File: src/rtl/cda_pkg.sv
// ----------------------------------------------------------------------------
// cda_pkg
// Shared types, constants and constant-divide helpers for Gregorian date
// arithmetic.
// ----------------------------------------------------------------------------
package cda_pkg;

   localparam int YEAR_W   = 14;
   localparam int MONTH_W  = 4;
   localparam int DAY_W    = 5;
   localparam int OFFSET_W = 17;
   localparam int DIFF_W   = 23;
   localparam int SERIAL_W = 23;

   localparam int YEAR_BIAS  = 400;
   localparam int DAYS_400Y  = 146097;
   localparam int DAYS_100Y  = 36524;
   localparam int DAYS_4Y    = 1461;
   localparam int DAYS_1Y    = 365;
   localparam int DIFF_LIMIT = 4194303;
   localparam int YEAR_MIN   = 1;
   localparam int YEAR_MAX   = 9999;

   typedef enum logic [1:0] {
      FUNC_ADD  = 2'd0,
      FUNC_SUB  = 2'd1,
      FUNC_DIFF = 2'd2,
      FUNC_CMP  = 2'd3
   } func_type;

   // Reciprocal constants, exact for the operand ranges used below
   localparam int      K25   = 18;
   localparam longint  M25   = ((64'd1 << K25) + 64'd24) / 64'd25;
   localparam int      K400Y = 41;
   localparam longint  M400Y = ((64'd1 << K400Y) + 64'(DAYS_400Y) - 64'd1) / 64'(DAYS_400Y);
   localparam int      K4Y   = 27;
   localparam longint  M4Y   = ((64'd1 << K4Y) + 64'(DAYS_4Y) - 64'd1) / 64'(DAYS_4Y);

   // Quotient by 25 of a value below 6400, the largest whose quotient fits the 8-bit result
   function automatic logic [7:0] div25(input logic [12:0] x);
      logic [31:0] p;
      p = 32'(x) * 32'(M25);
      return p[K25+7:K25];
   endfunction

   // Number of whole 400-year cycles in a serial day count
   function automatic logic [5:0] div_400y(input logic [SERIAL_W-1:0] s);
      logic [63:0] p;
      p = 64'(s) * 64'(M400Y);
      return p[K400Y+5:K400Y];
   endfunction

   // Number of whole 4-year cycles in a remainder below 46752, so that the count fits five bits
   function automatic logic [4:0] div_4y(input logic [15:0] r);
      logic [63:0] p;
      p = 64'(r) * 64'(M4Y);
      return p[K4Y+4:K4Y];
   endfunction

   // Days before the first of a month in a common year
   function automatic logic [8:0] month_start(input logic [MONTH_W-1:0] m);
      case (m)
         4'd1:    return 9'd0;
         4'd2:    return 9'd31;
         4'd3:    return 9'd59;
         4'd4:    return 9'd90;
         4'd5:    return 9'd120;
         4'd6:    return 9'd151;
         4'd7:    return 9'd181;
         4'd8:    return 9'd212;
         4'd9:    return 9'd243;
         4'd10:   return 9'd273;
         4'd11:   return 9'd304;
         4'd12:   return 9'd334;
         default: return 9'd0;
      endcase
   endfunction

endpackage

File: src/rtl/calendar_date_arithmetic.sv
// Path: an accepted req_ item is registered in stages 0 through 8, the last of which drives rsp_valid.
// Throughput: one item per cycle; a stall on rsp_ready freezes the whole pipeline.
// Reset: synchronous, active high; clears every stage valid bit and rsp_valid.
// ----------------------------------------------------------------------------
// calendar_date_arithmetic
// Gregorian date shift, day difference and order compare, as a nine-stage
// pipeline over serial day counts.
// ----------------------------------------------------------------------------
module calendar_date_arithmetic (
   input  logic                           clock,
   input  logic                           reset,
   input  logic                           req_valid,
   output logic                           req_ready,
   input  logic [1:0]                     req_func,
   input  logic [cda_pkg::YEAR_W-1:0]     req_year,
   input  logic [cda_pkg::MONTH_W-1:0]    req_month,
   input  logic [cda_pkg::DAY_W-1:0]      req_day,
   input  logic signed [cda_pkg::OFFSET_W-1:0] req_offset_days,
   input  logic [cda_pkg::YEAR_W-1:0]     req_other_year,
   input  logic [cda_pkg::MONTH_W-1:0]    req_other_month,
   input  logic [cda_pkg::DAY_W-1:0]      req_other_day,
   output logic                           rsp_valid,
   input  logic                           rsp_ready,
   output logic [cda_pkg::YEAR_W-1:0]     rsp_result_year,
   output logic [cda_pkg::MONTH_W-1:0]    rsp_result_month,
   output logic [cda_pkg::DAY_W-1:0]      rsp_result_day,
   output logic signed [cda_pkg::DIFF_W-1:0] rsp_day_difference,
   output logic                           rsp_is_greater,
   output logic                           rsp_is_equal,
   output logic                           rsp_is_less,
   output logic                           rsp_overflow
);
   import cda_pkg::*;

   localparam int STAGES = 8;

   // One enable for every stage: advance whenever the output slot is free
   logic advance;
   logic [STAGES-1:0] valid_ff;
   logic              rsp_valid_ff;

   assign advance   = !rsp_valid_ff || rsp_ready;
   assign req_ready = advance;

   always_ff @(posedge clock) begin
      if (reset) begin
         valid_ff     <= '0;
         rsp_valid_ff <= 1'b0;
      end else if (advance) begin
         valid_ff     <= {valid_ff[STAGES-2:0], req_valid};
         rsp_valid_ff <= valid_ff[STAGES-1];
      end
   end

   // ---------------- stage 0: capture the item ----------------
   logic [1:0]                s0_func_ff;
   logic [YEAR_W-1:0]         s0_y_ff, s0_oy_ff;
   logic [MONTH_W-1:0]        s0_m_ff, s0_om_ff;
   logic [DAY_W-1:0]          s0_d_ff, s0_od_ff;
   logic [OFFSET_W-1:0]       s0_off_ff;

   always_ff @(posedge clock) begin
      if (advance) begin
         s0_func_ff <= req_func;
         s0_y_ff    <= req_year;
         s0_m_ff    <= req_month;
         s0_d_ff    <= req_day;
         s0_off_ff  <= req_offset_days;
         s0_oy_ff   <= req_other_year;
         s0_om_ff   <= req_other_month;
         s0_od_ff   <= req_other_day;
      end
   end

   // ---------------- stage 1: year quotients for both dates ----------------
   // Index 0 is the first date, index 1 the second.
   logic [14:0]        s1_y1_in [2];
   logic [1:0]         s1_yb_lo_in [2];
   logic [12:0]        s1_yb4_in [2];
   logic [7:0]         s1_q100_in [2], s1_q400_in [2], s1_qb_in [2];
   logic [MONTH_W-1:0] s1_mc_in [2];
   logic               s1_gt_in, s1_eq_in;

   logic [14:0]        s1_y1_ff [2];
   logic [1:0]         s1_yb_lo_ff [2];
   logic [12:0]        s1_yb4_ff [2];
   logic [7:0]         s1_q100_ff [2], s1_q400_ff [2], s1_qb_ff [2];
   logic [MONTH_W-1:0] s1_mc_ff [2];
   logic [DAY_W-1:0]   s1_d_ff [2];
   logic [1:0]         s1_func_ff;
   logic [OFFSET_W-1:0] s1_off_ff;
   logic               s1_gt_ff, s1_eq_ff;

   always_comb begin
      logic [YEAR_W-1:0]  y [2];
      logic [MONTH_W-1:0] m [2];
      logic [14:0]        yb;
      y[0] = s0_y_ff;
      y[1] = s0_oy_ff;
      m[0] = s0_m_ff;
      m[1] = s0_om_ff;
      for (int i = 0; i < 2; i++) begin
         yb              = 15'(y[i]) + 15'(YEAR_BIAS);
         s1_y1_in[i]     = yb - 15'd1;
         s1_yb_lo_in[i]  = yb[1:0];
         s1_yb4_in[i]    = yb[14:2];
         s1_q100_in[i]   = div25(s1_y1_in[i][14:2]);
         s1_q400_in[i]   = div25({2'b00, s1_y1_in[i][14:4]});
         s1_qb_in[i]     = div25(yb[14:2]);
         // clamp the month into 1..12
         if (m[i] == '0)
            s1_mc_in[i] = 4'd1;
         else if (m[i] > 4'd12)
            s1_mc_in[i] = 4'd12;
         else
            s1_mc_in[i] = m[i];
      end
      // order on raw fields: year, then month, then day
      s1_gt_in = {s0_y_ff, s0_m_ff, s0_d_ff} > {s0_oy_ff, s0_om_ff, s0_od_ff};
      s1_eq_in = {s0_y_ff, s0_m_ff, s0_d_ff} == {s0_oy_ff, s0_om_ff, s0_od_ff};
   end

   always_ff @(posedge clock) begin
      if (advance) begin
         for (int i = 0; i < 2; i++) begin
            s1_y1_ff[i]    <= s1_y1_in[i];
            s1_yb_lo_ff[i] <= s1_yb_lo_in[i];
            s1_yb4_ff[i]   <= s1_yb4_in[i];
            s1_q100_ff[i]  <= s1_q100_in[i];
            s1_q400_ff[i]  <= s1_q400_in[i];
            s1_qb_ff[i]    <= s1_qb_in[i];
            s1_mc_ff[i]    <= s1_mc_in[i];
         end
         s1_d_ff[0] <= s0_d_ff;
         s1_d_ff[1] <= s0_od_ff;
         s1_func_ff <= s0_func_ff;
         s1_off_ff  <= s0_off_ff;
         s1_gt_ff   <= s1_gt_in;
         s1_eq_ff   <= s1_eq_in;
      end
   end

   // ---------------- stage 2: serial day counts ----------------
   logic [SERIAL_W-1:0] s2_serial_in [2];
   logic [SERIAL_W-1:0] s2_serial_ff [2];
   logic [1:0]          s2_func_ff;
   logic [OFFSET_W-1:0] s2_off_ff;
   logic                s2_gt_ff, s2_eq_ff;

   always_comb begin
      logic [12:0] rb;
      logic        leap;
      logic [23:0] s;
      for (int i = 0; i < 2; i++) begin
         rb   = s1_yb4_ff[i] - 13'(s1_qb_ff[i]) * 13'd25;
         leap = (s1_yb_lo_ff[i] == 2'b00) && ((rb != '0) || (s1_qb_ff[i][1:0] == 2'b00));
         s    = 24'(s1_y1_ff[i]) * 24'(DAYS_1Y)
              + 24'(s1_y1_ff[i][14:2])
              + 24'(s1_q400_ff[i])
              + 24'(month_start(s1_mc_ff[i]))
              + 24'(leap && (s1_mc_ff[i] > 4'd2))
              + 24'(s1_d_ff[i])
              - 24'(s1_q100_ff[i])
              - 24'd1;
         s2_serial_in[i] = s[SERIAL_W-1:0];
      end
   end

   always_ff @(posedge clock) begin
      if (advance) begin
         s2_serial_ff[0] <= s2_serial_in[0];
         s2_serial_ff[1] <= s2_serial_in[1];
         s2_func_ff      <= s1_func_ff;
         s2_off_ff       <= s1_off_ff;
         s2_gt_ff        <= s1_gt_ff;
         s2_eq_ff        <= s1_eq_ff;
      end
   end

   // ---------------- stage 3: shift and difference ----------------
   logic [SERIAL_W-1:0]      s3_shift_in, s3_shift_ff;
   logic signed [DIFF_W-1:0] s3_diff_in, s3_diff_ff;
   logic [1:0]               s3_func_ff;
   logic                     s3_gt_ff, s3_eq_ff;

   always_comb begin
      logic [23:0]        off_x, sh;
      logic signed [23:0] d;
      off_x = {{(24-OFFSET_W){s2_off_ff[OFFSET_W-1]}}, s2_off_ff};
      if (s2_func_ff == FUNC_SUB)
         sh = 24'(s2_serial_ff[0]) - off_x;
      else
         sh = 24'(s2_serial_ff[0]) + off_x;
      s3_shift_in = sh[SERIAL_W-1:0];
      d = $signed({1'b0, s2_serial_ff[0]}) - $signed({1'b0, s2_serial_ff[1]});
      // saturate into the result field
      if (d > 24'sd4194303)
         s3_diff_in = DIFF_W'(DIFF_LIMIT);
      else if (d < -24'sd4194303)
         s3_diff_in = -DIFF_W'(DIFF_LIMIT);
      else
         s3_diff_in = d[DIFF_W-1:0];
   end

   always_ff @(posedge clock) begin
      if (advance) begin
         s3_shift_ff <= s3_shift_in;
         s3_diff_ff  <= s3_diff_in;
         s3_func_ff  <= s2_func_ff;
         s3_gt_ff    <= s2_gt_ff;
         s3_eq_ff    <= s2_eq_ff;
      end
   end

   // ---------------- stage 4: 400-year cycles ----------------
   logic [5:0]               s4_n400_ff;
   logic [SERIAL_W-1:0]      s4_shift_ff;
   logic signed [DIFF_W-1:0] s4_diff_ff;
   logic [1:0]               s4_func_ff;
   logic                     s4_gt_ff, s4_eq_ff;

   always_ff @(posedge clock) begin
      if (advance) begin
         s4_n400_ff  <= div_400y(s3_shift_ff);
         s4_shift_ff <= s3_shift_ff;
         s4_diff_ff  <= s3_diff_ff;
         s4_func_ff  <= s3_func_ff;
         s4_gt_ff    <= s3_gt_ff;
         s4_eq_ff    <= s3_eq_ff;
      end
   end

   // ---------------- stage 5: centuries, capped at three ----------------
   logic [1:0]               s5_n100_in, s5_n100_ff;
   logic [15:0]              s5_rem_in, s5_rem_ff;
   logic [5:0]               s5_n400_ff;
   logic signed [DIFF_W-1:0] s5_diff_ff;
   logic [1:0]               s5_func_ff;
   logic                     s5_gt_ff, s5_eq_ff;

   always_comb begin
      logic [17:0] r;
      logic [17:0] sub;
      r = 18'(s4_shift_ff - SERIAL_W'(s4_n400_ff) * SERIAL_W'(DAYS_400Y));
      if (r >= 18'(3 * DAYS_100Y)) begin
         s5_n100_in = 2'd3;
         sub        = 18'(3 * DAYS_100Y);
      end else if (r >= 18'(2 * DAYS_100Y)) begin
         s5_n100_in = 2'd2;
         sub        = 18'(2 * DAYS_100Y);
      end else if (r >= 18'(DAYS_100Y)) begin
         s5_n100_in = 2'd1;
         sub        = 18'(DAYS_100Y);
      end else begin
         s5_n100_in = 2'd0;
         sub        = '0;
      end
      s5_rem_in = 16'(r - sub);
   end

   always_ff @(posedge clock) begin
      if (advance) begin
         s5_n100_ff <= s5_n100_in;
         s5_rem_ff  <= s5_rem_in;
         s5_n400_ff <= s4_n400_ff;
         s5_diff_ff <= s4_diff_ff;
         s5_func_ff <= s4_func_ff;
         s5_gt_ff   <= s4_gt_ff;
         s5_eq_ff   <= s4_eq_ff;
      end
   end

   // ---------------- stage 6: 4-year cycles ----------------
   logic [4:0]               s6_n4_ff;
   logic [15:0]              s6_rem_ff;
   logic [1:0]               s6_n100_ff;
   logic [5:0]               s6_n400_ff;
   logic signed [DIFF_W-1:0] s6_diff_ff;
   logic [1:0]               s6_func_ff;
   logic                     s6_gt_ff, s6_eq_ff;

   always_ff @(posedge clock) begin
      if (advance) begin
         s6_n4_ff   <= div_4y(s5_rem_ff);
         s6_rem_ff  <= s5_rem_ff;
         s6_n100_ff <= s5_n100_ff;
         s6_n400_ff <= s5_n400_ff;
         s6_diff_ff <= s5_diff_ff;
         s6_func_ff <= s5_func_ff;
         s6_gt_ff   <= s5_gt_ff;
         s6_eq_ff   <= s5_eq_ff;
      end
   end

   // ---------------- stage 7: single years and biased year ----------------
   logic [8:0]               s7_doy_in, s7_doy_ff;
   logic [14:0]              s7_yy_in, s7_yy_ff;
   logic                     s7_leap_in, s7_leap_ff;
   logic signed [DIFF_W-1:0] s7_diff_ff;
   logic [1:0]               s7_func_ff;
   logic                     s7_gt_ff, s7_eq_ff;

   always_comb begin
      logic [10:0] r;
      logic [1:0]  n1;
      logic [10:0] sub;
      r = 11'(s6_rem_ff - 16'(s6_n4_ff) * 16'(DAYS_4Y));
      if (r >= 11'(3 * DAYS_1Y)) begin
         n1  = 2'd3;
         sub = 11'(3 * DAYS_1Y);
      end else if (r >= 11'(2 * DAYS_1Y)) begin
         n1  = 2'd2;
         sub = 11'(2 * DAYS_1Y);
      end else if (r >= 11'(DAYS_1Y)) begin
         n1  = 2'd1;
         sub = 11'(DAYS_1Y);
      end else begin
         n1  = 2'd0;
         sub = '0;
      end
      s7_doy_in  = 9'(r - sub);
      s7_yy_in   = 15'(s6_n400_ff) * 15'd400 + 15'(s6_n100_ff) * 15'd100
                 + 15'(s6_n4_ff) * 15'd4 + 15'(n1) + 15'd1;
      // last year of a 4-year cycle is leap, but for the century year of a short cycle
      s7_leap_in = (n1 == 2'd3) && ((s6_n4_ff != 5'd24) || (s6_n100_ff == 2'd3));
   end

   always_ff @(posedge clock) begin
      if (advance) begin
         s7_doy_ff  <= s7_doy_in;
         s7_yy_ff   <= s7_yy_in;
         s7_leap_ff <= s7_leap_in;
         s7_diff_ff <= s6_diff_ff;
         s7_func_ff <= s6_func_ff;
         s7_gt_ff   <= s6_gt_ff;
         s7_eq_ff   <= s6_eq_ff;
      end
   end

   // ---------------- stage 8: month, day and result selection ----------------
   logic [YEAR_W-1:0]        rsp_year_in, rsp_year_ff;
   logic [MONTH_W-1:0]       rsp_month_in, rsp_month_ff;
   logic [DAY_W-1:0]         rsp_day_in, rsp_day_ff;
   logic signed [DIFF_W-1:0] rsp_diff_in, rsp_diff_ff;
   logic                     rsp_gt_in, rsp_gt_ff;
   logic                     rsp_eq_in, rsp_eq_ff;
   logic                     rsp_lt_in, rsp_lt_ff;
   logic                     rsp_ovf_in, rsp_ovf_ff;

   always_comb begin
      logic [MONTH_W-1:0] mm;
      logic [8:0]         st, mst;
      logic               ovf;
      mm  = 4'd1;
      mst = '0;
      for (int k = 2; k <= 12; k++) begin
         st = month_start(MONTH_W'(k)) + 9'((s7_leap_ff && (k > 2)) ? 1 : 0);
         if (s7_doy_ff >= st) begin
            mm  = MONTH_W'(k);
            mst = st;
         end
      end
      ovf = (s7_yy_ff < 15'(YEAR_MIN + YEAR_BIAS)) || (s7_yy_ff > 15'(YEAR_MAX + YEAR_BIAS));

      rsp_year_in  = '0;
      rsp_month_in = '0;
      rsp_day_in   = '0;
      rsp_diff_in  = '0;
      rsp_gt_in    = 1'b0;
      rsp_eq_in    = 1'b0;
      rsp_lt_in    = 1'b0;
      rsp_ovf_in   = 1'b0;
      case (s7_func_ff)
         FUNC_ADD, FUNC_SUB: begin
            if (ovf) begin
               rsp_ovf_in = 1'b1;
            end else begin
               rsp_year_in  = YEAR_W'(s7_yy_ff - 15'(YEAR_BIAS));
               rsp_month_in = mm;
               rsp_day_in   = DAY_W'(s7_doy_ff - mst + 9'd1);
            end
         end
         FUNC_DIFF: begin
            rsp_diff_in = s7_diff_ff;
         end
         FUNC_CMP: begin
            rsp_gt_in = s7_gt_ff;
            rsp_eq_in = s7_eq_ff;
            rsp_lt_in = !s7_gt_ff && !s7_eq_ff;
         end
         default: begin
            rsp_ovf_in = 1'b0;
         end
      endcase
   end

   always_ff @(posedge clock) begin
      if (advance) begin
         rsp_year_ff  <= rsp_year_in;
         rsp_month_ff <= rsp_month_in;
         rsp_day_ff   <= rsp_day_in;
         rsp_diff_ff  <= rsp_diff_in;
         rsp_gt_ff    <= rsp_gt_in;
         rsp_eq_ff    <= rsp_eq_in;
         rsp_lt_ff    <= rsp_lt_in;
         rsp_ovf_ff   <= rsp_ovf_in;
      end
   end

   assign rsp_valid          = rsp_valid_ff;
   assign rsp_result_year    = rsp_year_ff;
   assign rsp_result_month   = rsp_month_ff;
   assign rsp_result_day     = rsp_day_ff;
   assign rsp_day_difference = rsp_diff_ff;
   assign rsp_is_greater     = rsp_gt_ff;
   assign rsp_is_equal       = rsp_eq_ff;
   assign rsp_is_less        = rsp_lt_ff;
   assign rsp_overflow       = rsp_ovf_ff;

endmodule

File: config.mk
export PLATFORM = sky130hd
export DESIGN_NAME = calendar_date_arithmetic
export DESIGN_NICKNAME = d
export VERILOG_FILES = /design/src/rtl/cda_pkg.sv /design/src/rtl/calendar_date_arithmetic.sv
export SDC_FILE = /design/constraint.sdc
export NUM_CORES = 2
export LEC_CHECK = 0
export ABC_AREA = 0
export BUFFER_PORTS_ARGS = -buffer_cell sky130_fd_sc_hd__buf_2
export CORE_ASPECT_RATIO = 1.4
export CORE_MARGIN = 2
export CORE_UTILIZATION = 53
export DETAILED_ROUTE_END_ITERATION = 7
export GPL_ROUTABILITY_DRIVEN = 0
export MAX_ROUTING_LAYER = met4
export PLACE_DENSITY = 0.72
export REMOVE_ABC_BUFFERS = 1
export SLEW_MARGIN = 20
export SYNTH_ARGS = -nofsm -noshare
export SYNTH_HDL_FRONTEND = slang
export SYNTH_SLANG_ARGS = --single-unit
File: constraint.sdc
create_clock -name clock -period 50.9 [get_ports clock]
set_clock_uncertainty 0.15 [all_clocks]
set_input_delay 10.18 -clock clock [delete_from_list [all_inputs] [get_ports clock]]
set_output_delay 10.18 -clock clock [all_outputs]
set_load 0.01 [all_outputs]
==> run metrics <==
Initial DRT Pass Iterations 7; Num CTS Buffers 66; Final period util between 40% and 50%; root buf cell clkbuf_16; WHS Path Cells 0; Clock Tree Buf Depth 3; Iteration-0 DRC Markers 1894; share of cells above drive strength 1 4.61%; Slew Viols, Final 0; final wirelength about 140000 microns; Hold Crit Start s3_diff_ff[11]$_SDFFCE_PP1P_; FFs w/ async S/R, synth 0%; post_cts resized 0; #FFs+latches synth ~590; CTS H-tree depth 3; met1 Use GR 23.7%; Vias/cell about 5.2; R2R depth 35; R2R Setup Slk a little over 40 ns; Post-DP HPWL between 100000 and 150000 microns; Worst R2R Start s1_qb_ff[0][1]$_DFFE_PP_; status finished clean; final hold violation count 0; first-pass GRT wire length between 200000 and 250000 microns; I/O pin cnt approximately 120; Synth cell types 79; CTS tree yes; met2 usage approximately 43%; Die Y 433 microns; Hold Buf Count CTS 0; hold_ws about 0.26 ns; WHS Endpoint s4_diff_ff[11]$_DFFE_PP_; Reg clk slew, reported paths roughly 0.07 ns; Residual DRC 0; Worst-Margin Slew around 1.2 ns; initial antenna violation count 0; top_reg_cell synth edfxtp_1; worst-path fanout max between 100 and 150; core footprint around 130000 sq um; startpoint types input port; Final TNS setup 0 ns; Mean Syn Cell Area 11.1 sq um; GR peak layer met2; Tot GR Track Use 22.5%; final-report setup violation count 0; vias after detailed routing 43155; Placement Rows 157; Port Buf Inserts 120; Max-Cap Viols 0; sequential share of the synthesized area 25.3%; grt ovf 0; YS warnings 0; Hold/Removal Path Class reg2reg; pin count of the biggest net entering global routing 170; fill count around 11000; post-route minimum period between 20 and 25 ns; starting density of the core between 50% and 60%; CP Class in2out; met3 usage under 10%; vias in the first global route 47263; most frequent cells in the layout inv_1 (1681), ha_1 (1387), fa_1 (874); post-route antenna net violation count 0; crit path DAT between 10 and 15 ns; Post-CTS Setup Bufs 0; clock latency on the worst-skew pair 0.66 ns; endpoint class of the critical path output pin; Wirelength per Cell around 17 microns; Die Area 135000 sq um; worst setup margin between 20 and 30 ns; unrepaired setup endpoints after global routing false; Slew headroom between 15 and 20%; die width between 300 and 400 microns; Critical Path RT between 40 and 50 ns; EDFF count, synth just under 600; f_max about 0.045 GHz; Syn Inst Count about 6300; nets roughly 8800; reg-to-reg endpoint s2_serial_ff[0][22]$_DFFE_PP_; Mapped Area about 70000 sq um; Sink Count 591; Place WS 28.79 ns; most common cell after layout, fill and taps aside inv_1; Area Growth Syn to Fin 7.30%
==> through the flow <==
step,std cells,cell area [sq um],utilization (%)
final,8264,74900,57.2
after global routing,8263,74900,57.2
after CTS,8263,74900,57.2
after detailed placement,8142,72700,55.6
after global placement,8142,72700,55.6
after floorplan,6241,69700,-
==> routing by layer <==
layer,up-vias,share of wire (%)
met2,737,55
met4,0,4.6
li1,20750,-
met5,-,0
met3,309,3.2
met1,21359,37
==> synth_stat cells (23+ instances only) <==
master / n / share of area, %
a21o_1: 101 / 1.1
a21oi_1: 210 / 1.5
a31oi_1: 23 / 0.21
and2_1: 47 / 0.42
and3_1: 23 / 0.21
clkbuf_1: 31 / 0.17
edfxtp_1: 582 / 25
fa_1: 874 / 25
ha_1: 1387 / 25
inv_1: 1681 / 9.0
nand2_1: 138 / 0.74
nand2b_1: 38 / 0.34
nand3_1: 42 / 0.30
nand4_1: 32 / 0.29
nor2_1: 192 / 1.0
nor2b_1: 46 / 0.41
nor3_1: 58 / 0.42
o21a_1: 41 / 0.44
o21ai_0: 115 / 0.82
xnor2_1: 197 / 2.5
xor2_1: 105 / 1.3
==> worst max-delay path by stage <==
| stage | to | cells past startpoint | from | slack (ns) |
|---|---|---|---|---|
| global route | req_ready | 4 | rsp_ready | 28.61 |
| global placement | req_ready | 4 | rsp_ready | 28.82 |
| finish | req_ready | 4 | rsp_ready | 28.81 |
| CTS | req_ready | 4 | rsp_ready | 28.80 |
| detailed placement | req_ready | 4 | rsp_ready | 28.79 |
| floorplan | req_ready | 2 | rsp_ready | 19.18 |
==> final cells by class <==
| class | instances | area (sq um) | area share, % |
|---|---|---|---|
| Multi-Input combinational cell | 3967 | 45700 | 61.0 |
| Timing Repair Buffer | 152 | 857 | 1.14 |
| Inverter | 1683 | 6320 | 8.45 |
| Clock buffer | 72 | 1670 | 2.24 |
| Tap cell | 1749 | 2190 | 2.92 |
| Sequential cell | 591 | 17700 | 23.6 |
| Antenna cell | 1 | 2.50 | 0.00334 |
| Clock inverter | 49 | 488 | 0.652 |
==> state kept, by name (all words and copies together) (netlist names), 18 cells and up <==
register and count:
rsp_day_difference 23, s4_diff_ff 23, s5_diff_ff 23, s4_shift_ff 18
s7_diff_ff 23, s1_yb4_ff 26, s2_serial_ff 46, s3_diff_ff 23
s3_shift_ff 23, s6_diff_ff 23, s1_y1_ff 30
==> logic make-up (layout without fill, tap and decap cells) <==
family / count (synthesis) / after routing / share of synthesized area, %
other: 0 / 1 / 0
AO/OA/AOI/OAI: 682 / 682 / 6.38
XOR/XNOR: 302 / 302 / 3.79
flip-flops: 591 / 591 / 25.3
adder cells (fa/ha/maj): 2265 / 2265 / 50.0
buffers and inverters: 1716 / 1956 / 9.23
multiplexers: 19 / 19 / 0.289
AND/OR/NAND/NOR: 699 / 699 / 5.01
==> worst max-delay path, stage by stage <==
cell and delay, ns:
buf_2 0.10, nor2b_1 0.67, inv_8 0.44, buf_2 0.32
Power is left out: the tool's default activity adds up to more than one toggle a clock period on the data nets, which glitch-free logic cannot reach.
